<file path="src/rtl/core/assert_macros.svh">
// Assertion macros for the resource safety checker RTL.
// Clocked on clk and disabled in rst by the module that uses them.
`ifndef ASSERT_MACROS_SVH
`define ASSERT_MACROS_SVH

`ifndef SYNTHESIS
`define RSC_ASSERT(label, prop, msg) \
  label: assert property (@(posedge clk) disable iff (rst) (prop)) else $error(msg);
`define RSC_ASSERT_NEXT(label, pre, post, msg) \
  label: assert property (@(posedge clk) disable iff (rst) (pre) |=> (post)) else $error(msg);
`else
`define RSC_ASSERT(label, prop, msg)
`define RSC_ASSERT_NEXT(label, pre, post, msg)
`endif

`endif

</file>
<file path="src/rtl/core/rsc_pkg.sv">
// Shared constants, codes and controller/datapath types of the resource safety checker.
// No dependencies.
package rsc_pkg;

  localparam int MAX_PROCS = 16;
  localparam int MAX_RES   = 8;

  localparam int PIDX_W  = $clog2(MAX_PROCS);
  localparam int RIDX_W  = $clog2(MAX_RES);
  localparam int PCNT_W  = $clog2(MAX_PROCS + 1);
  localparam int RCNT_W  = $clog2(MAX_RES + 1);
  localparam int ENTRIES = MAX_PROCS * MAX_RES;
  localparam int ADDR_W  = PIDX_W + RIDX_W;

  localparam int MODE_W     = 2;
  localparam int PROC_W     = 4;
  localparam int RES_W      = 3;
  localparam int VALUE_W    = 16;
  localparam int KIND_W     = 2;
  localparam int COUNT_W    = 5;
  localparam int WORK_W     = 21;
  localparam int CFG_IDX_W  = 2;
  localparam int CFG_DATA_W = 8;
  localparam int PCFG_W     = 5;
  localparam int RCFG_W     = 4;

  localparam logic [CFG_IDX_W-1:0] CFG_PROC_COUNT = CFG_IDX_W'(0);
  localparam logic [CFG_IDX_W-1:0] CFG_RES_COUNT  = CFG_IDX_W'(1);

  typedef enum logic [MODE_W-1:0] {
    MODE_TOTAL = 2'd0,
    MODE_MAX   = 2'd1,
    MODE_ALLOC = 2'd2,
    MODE_START = 2'd3
  } mode_t;

  typedef enum logic [KIND_W-1:0] {
    KIND_SAFE    = 2'd0,
    KIND_DEAD    = 2'd1,
    KIND_SUMMARY = 2'd2
  } kind_t;

  typedef enum logic [3:0] {
    ST_IDLE,
    ST_INIT,
    ST_INIT_WAIT,
    ST_VISIT,
    ST_SCAN,
    ST_SCAN_WAIT,
    ST_ADD,
    ST_ADD_WAIT,
    ST_EMIT_SAFE,
    ST_EMIT_DEAD,
    ST_EMIT_SUM
  } state_t;

  typedef struct packed {
    logic load;
    logic run_start;
    logic init_step;
    logic visit_prep;
    logic scan_step;
    logic mark_done;
    logic add_step;
    logic visit_end;
    logic visit_fit;
    logic run_end;
    logic emit_safe;
    logic emit_dead;
    logic emit_sum;
  } dp_cmd_t;

  typedef struct packed {
    logic slot_free;
    logic init_last;
    logic j_last;
    logic pos_done;
    logic fits_now;
    logic stop_fit;
    logic stop_nofit;
    logic ndone_zero;
    logic safe_last;
    logic cur_done;
    logic i_last;
  } dp_status_t;

endpackage

</file>
<file path="src/rtl/core/rsc_ctrl.sv">
// Sequencer of the safety check: load, work init sweep, round-robin visits, result emission.
// Depends on rsc_pkg and assert_macros.svh; drives rsc_datapath through dp_cmd_t.
`include "assert_macros.svh"

module rsc_ctrl (
  input  logic                       clk,
  input  logic                       rst,
  input  logic                       in_valid,
  input  logic [rsc_pkg::MODE_W-1:0] in_mode,
  output logic                       in_ready,
  input  rsc_pkg::dp_status_t        st,
  output rsc_pkg::dp_cmd_t           cmd
);
  import rsc_pkg::*;

  state_t state, state_next;

  always_ff @(posedge clk) begin
    if (rst) begin
      state <= ST_IDLE;
    end else begin
      state <= state_next;
    end
  end

  always_comb begin
    state_next = state;
    cmd        = '0;
    in_ready   = 1'b0;
    case (state)
      ST_IDLE: begin
        in_ready = 1'b1;
        if (in_valid) begin
          if (mode_t'(in_mode) == MODE_START) begin
            cmd.run_start = 1'b1;
            state_next    = ST_INIT;
          end else begin
            cmd.load = 1'b1;
          end
        end
      end
      ST_INIT: begin
        cmd.init_step = 1'b1;
        if (st.init_last) state_next = ST_INIT_WAIT;
      end
      // last column subtraction lands here
      ST_INIT_WAIT: state_next = ST_VISIT;
      ST_VISIT: begin
        if (st.pos_done) begin
          cmd.visit_end = 1'b1;
          if (st.stop_nofit) begin
            cmd.run_end = 1'b1;
            state_next  = ST_EMIT_SAFE;
          end
        end else begin
          cmd.visit_prep = 1'b1;
          state_next     = ST_SCAN;
        end
      end
      ST_SCAN: begin
        cmd.scan_step = 1'b1;
        if (st.j_last) state_next = ST_SCAN_WAIT;
      end
      ST_SCAN_WAIT: begin
        if (st.fits_now) begin
          cmd.mark_done = 1'b1;
          state_next    = ST_ADD;
        end else begin
          cmd.visit_end = 1'b1;
          if (st.stop_nofit) begin
            cmd.run_end = 1'b1;
            state_next  = ST_EMIT_SAFE;
          end else begin
            state_next = ST_VISIT;
          end
        end
      end
      ST_ADD: begin
        cmd.add_step = 1'b1;
        if (st.j_last) state_next = ST_ADD_WAIT;
      end
      ST_ADD_WAIT: begin
        cmd.visit_end = 1'b1;
        cmd.visit_fit = 1'b1;
        if (st.stop_fit) begin
          cmd.run_end = 1'b1;
          state_next  = ST_EMIT_SAFE;
        end else begin
          state_next = ST_VISIT;
        end
      end
      ST_EMIT_SAFE: begin
        if (st.ndone_zero) begin
          state_next = ST_EMIT_DEAD;
        end else if (st.slot_free) begin
          cmd.emit_safe = 1'b1;
          if (st.safe_last) state_next = ST_EMIT_DEAD;
        end
      end
      ST_EMIT_DEAD: begin
        // finished processes are stepped over without using the output slot
        if (st.cur_done || st.slot_free) begin
          cmd.emit_dead = 1'b1;
          if (st.i_last) state_next = ST_EMIT_SUM;
        end
      end
      ST_EMIT_SUM: begin
        if (st.slot_free) begin
          cmd.emit_sum = 1'b1;
          state_next   = ST_IDLE;
        end
      end
      default: state_next = ST_IDLE;
    endcase
  end

  `RSC_ASSERT(a_emit_slot, (cmd.emit_safe || cmd.emit_sum) |-> st.slot_free, "emit into busy slot")
  `RSC_ASSERT(a_mark_fits, cmd.mark_done |-> st.fits_now, "finish without fit")
  `RSC_ASSERT(a_stop_ends, (cmd.visit_end && !cmd.visit_fit && st.stop_nofit) |-> cmd.run_end, "stop missed")

endmodule

</file>
<file path="config.mk">
export PLATFORM = sky130hd
export DESIGN_NAME = rsc_ctrl
export DESIGN_NICKNAME = d
export VERILOG_FILES = /design/src/rtl/core/rsc_pkg.sv /design/src/rtl/core/rsc_ctrl.sv
export VERILOG_INCLUDE_DIRS = /design/src /design/src/rtl/core
export SDC_FILE = /design/constraint.sdc
export NUM_CORES = 1
export LEC_CHECK = 0
export ABC_AREA = 1
export BUFFER_PORTS_ARGS = -buffer_cell sky130_fd_sc_hd__clkbuf_2
export CAP_MARGIN = 15
export CELL_PAD_IN_SITES_DETAIL_PLACEMENT = 1
export CELL_PAD_IN_SITES_GLOBAL_PLACEMENT = 2
export CORE_ASPECT_RATIO = 0.5
export CORE_MARGIN = 5
export CORE_UTILIZATION = 15
export CTS_CLUSTER_DIAMETER = 80
export DETAILED_ROUTE_END_ITERATION = 10
export PLACE_DENSITY = 0.77
export SETUP_SLACK_MARGIN = 0.15
export SLEW_MARGIN = 40
export SYNTH_ARGS = -nofsm -noshare
export SYNTH_HDL_FRONTEND = slang
export SYNTH_SLANG_ARGS = --single-unit
</file>
<file path="constraint.sdc">
create_clock -name clk -period 1.1 [get_ports clk]
set_input_delay 0.11 -clock clk [delete_from_list [all_inputs] [get_ports clk]]
set_output_delay 0.11 -clock clk [all_outputs]
set_load 0.1 [all_outputs]
</file>
# == Word-level counts from Yosys, hierarchy flattened ==
# Cells that the tools add are included.
# totals
regBits,4
in_bits,16
out_inout_bits,14
# op_classes
eq_ne,22
muxes,44
n_reduce_logical,3
# op_table
cell,count
$mux W4,16
$pmux W4 S11,1
$mux W1,23
$eq A4 B3 Y1 const B,4
$ne A2 B2 Y1 const B,8
$eq A4 B4 Y1 const B,3
$reduce_and A11 Y1,1
$ne A3 B3 Y1 const B,3
$eq A4 B2 Y1 const B,2
$pmux W1 S3,2
$eq A4 B1 Y1 const B,1
$logic_not A4 Y1,1
$mux W2,2
$eq A2 B2 Y1 const B,1
$logic_or A1 B1 Y1,1

# == Depth between registers and ports, before layout ==
# depth
depth_word,4
depth_mapped,9
depth_no_buf,9

# == Worst setup path after synthesis ==
# OpenSTA, ideal clock, no wires.
# synth_path
path_kind,flip-flop to output port
startpoint,register state[0]
endpoint,output port cmd[12] (netlist bit)
t_arrival_ns,3.629
required_time_ns,0.990
setup_slack_ns,-2.639
path_stages_with_launch,7
n_path_buf,1
path_cell_list,dfxtp_1 > buf_2 > nor2_1 > inv_1 > nor2_1 > nand2_1 > a21oi_1
# synth_rtl
element,line_no,rtl
"start, declared",rsc_ctrl.sv:16,"state_t state, state_next;"
"start signal, assigned",rsc_ctrl.sv:22,state <= state_next;
"end, declared",rsc_ctrl.sv:12,output rsc_pkg::dp_cmd_t cmd

==> impl_metrics.csv <==
group,metric,value,unit
cells_and_area,largest_register_by_flop_count,"state",
run_status,violated_checks,"negative setup slack",
drt,vias,844,
hold_path,min-delay-path-class,"input port to flop",
synth,synth_area,475,µm²
hold_path,worstHoldPathCells,2,
run_status,outcome,"finished, violations left",
global_route,grt.overflow.total,0,
placement,gp_congestion,0.791,
clocking,cts_inserted_buffers,3,
worst_setup_path,crit_chain,"buf_6, nor2_4, inv_4, nor2_4, nand2_2, a21oi_4, buf_12",
drt,dr.first_iter.drc_count,28,
pwr,p_int,1620,µW
worst_setup_path,crit_path_start_kind,"flop",
timing,final_layout_worst_hold_slack,0.0666,ns
synth,yosys_warnings,0,
clocking,clock_tree.root_cell,"sky130_fd_sc_hd__clkbuf_8",
worst_setup_path,critical_path.max_stage_delay,0.36,ns
clocking,cts-hold-fix-buffers,0,
worst_setup_path,critical_path_required,0.99,ns
pwr,power_density,2220,nW/µm²
timing,setup_viol_count_final,18,
worst_setup_path,slowest_stage,"sky130_fd_sc_hd__dfxtp_4",
global_route,maximum_number_of_pins_on_one_net_before_global_route_repair,6,
floorplan,die_area,4460,µm²
global_route,antenna_found_initial,0,
floorplan,floorplan.die.width,89.6,µm
synth,ys_ff_latch,4,
clocking,clock_latency,0.22,ns
worst_setup_path,crit_path_max_fanout,4,
cells_and_area,final.fill_count,379,
pwr,power_leakage,0.000676,µW
global_route,grt_first_pass_wirelength,4.19,mm
cells_and_area,layout-area-overhead-vs-synth,217,%
pwr,power.share.combinational,80.2,%
timing,worst-slew-pin-transition,0.258,ns
worst_setup_path,critical-path-top-cell-by-count,"sky130_fd_sc_hd__nor2_4",
placement,post-dp-hpwl,1.93,mm
timing,finClkSkew,0.00294,ns
synth,synthDistinctLibCells,14,
synth,synthesized_netlist_net_count,113,
clocking,cts_htree_levels,1,
pwr,share_seq_of_total_power,9.7,%
global_route,first_global_vias,926,
global_route,grtUsageTotal,12.1,%
cells_and_area,reg_top3,"state (4)",
placement,number_of_buffers_added_on_ports,29,
clocking,cts_sinks,4,
worst_setup_path,critical_path_class,"flop to output pin",
synth,ys_seq_area_share,16.8,%
cells_and_area,reg_area,95.1,µm²
timing,unrepaired_setup_endpoints_after_global_routing,"true",
timing,setup_slack,-0.420,ns
job,max_cap_violations,0,
clocking,clk_pin_slew,0.04,ns
drt,overall_routed_net_length,2.64,mm
drt,wl_per_cell,13.3,µm
synth,synthCells,97,
cells_and_area,area_used_by_multi_input_combinational_logic,609,µm²
timing,hold_viol,0,
floorplan,start_util,15.8,%
placement,dpl_worst_slack,-0.274,ns
worst_setup_path,r2r_cells,10,
pwr,p_clk_share,10.0,%
floorplan,die-height,49.8,µm
timing,post-route-period-util,138,%
cells_and_area,n_antenna_cell,0,
drt,vias_per_cell,4.24,
pwr,power,3350,µW
drt,firstDrtPassIters,3,
pwr,total_switching_power,1720,µW
timing,report.final.slew_viol_count,0,
cells_and_area,layout-drive-gt1-share,73.6,%
timing,max_freq,658,MHz
cells_and_area,largest_register_ff_count,4,
worst_setup_path,critical_path.endpoint_type,"output pin",
clocking,tritoncts,"yes",
cells_and_area,net_count_reported_at_finish,176,
worst_setup_path,critical_path_arrival,1.41,ns
floorplan,rows,14,
floorplan,io-pin-count,30,
synth,syn-mean-instance-area,4.90,µm²
pwr,power.ir.vdd_worst,0.869,mV
pwr,p_sw_share,51.5,%
clocking,clock_path_buffers,2,
timing,max_slew_margin,82.7,%
drt,ant_nets,0,
drt,post-route-drc-count,0,
timing,min_period,1.52,ns
floorplan,core,3010,µm²
-- power groups by stage --
stage	clock, µW	sequential, µW	combinational (µW)
floorplan	0	244	1330
CTS	345	279	2350
global route	357	333	2850
global placement	0	262	2100
detailed placement	0	265	2130
finish	336	325	2680
-- worst paths after layout --
path / from / to / slack, ns
max: state[0] / cmd[12] / -0.42
min: rst / state[2] / 0.07
max reg2reg: state[0] / state[3] / -0.33
min reg2reg: state[3] / state[3] / 0.55
-- layout by cell type, fill, tap and decap left out, types with 7 or more instances in the layout --
cell type / instances
sky130_fd_sc_hd__buf_4: 20
sky130_fd_sc_hd__nor2_4: 15
sky130_fd_sc_hd__clkbuf_2: 15
sky130_fd_sc_hd__buf_12: 14
sky130_fd_sc_hd__nor2_1: 11
sky130_fd_sc_hd__nand2_1: 10
sky130_fd_sc_hd__buf_6: 9
sky130_fd_sc_hd__nand3_1: 8
sky130_fd_sc_hd__nand2_2: 7
sky130_fd_sc_hd__inv_1: 7
-- stage by stage --
stage          area [µm²]  setup TNS [ns]  util (%)  cells
2_1_floorplan         662           -6.14         -     97
3_3_place_gp         1180           -2.12      39.3    182
3_5_place_dp         1180           -2.55      39.3    182
4_1_cts              1330           -5.31      44.1    192
5_1_grt              1510           -7.06      50.0    199
6_report             1510           -5.86      50.0    199
-- routing by layer --
layer | global-route usage, % | part of all wire, % | up-vias
met1 | 15.9 | 42 | 398
met4 | 2.23 | 0.53 | 0
met5 | 0 | 0 | -
met2 | 19.7 | 53 | 16
met3 | 3.33 | 4.2 | 2
li1 | - | - | 428
-- cell families after synthesis --
| family | after synthesis | share of synthesized area [%] |
|---|---|---|
| AO/OA/AOI/OAI | 9 | 11.6 |
| AND/OR/NAND/NOR | 67 | 57.9 |
| buffers and inverters | 17 | 13.7 |
| flip-flops | 4 | 16.8 |
-- cells in the mapped netlist, drive strengths merged --
library cell / number / area share (%)
nand3: 12 / 13
o211ai: 1 / 2.6
dfxtp: 4 / 17
o21ai: 2 / 2.1
buf: 1 / 1.1
nor4: 1 / 1.3
a21oi: 5 / 5.3
nor2: 28 / 23
o21a: 1 / 1.6
inv: 16 / 13
nor3: 3 / 3.2
nand2: 23 / 18
-- critical path, delay by kind of cell (launching register included) --
| family | cells | cell delay, ns |
|---|---|---|
| flops | 1 | 0.36 |
| compound gates | 1 | 0.13 |
| buf+inv | 3 | 0.38 |
| simple gates | 3 | 0.32 |
-- area by class of cell --
type,instances,area share [%]
repair buffers,59,41.3
multi-input cells,76,40.5
flip-flops and latches,4,6.32
inverters,16,5.57
well taps,40,3.33
clock buffers,4,2.99
-- timing repair --
item	CTS	global route
pin swaps	10	28
endpoints found under the setup margin	18	18
setup buffers	6	7
endpoints found under the hold margin	0	0
gates resized for setup	16	36
Note: power is estimated with default switching activity, not from simulation.
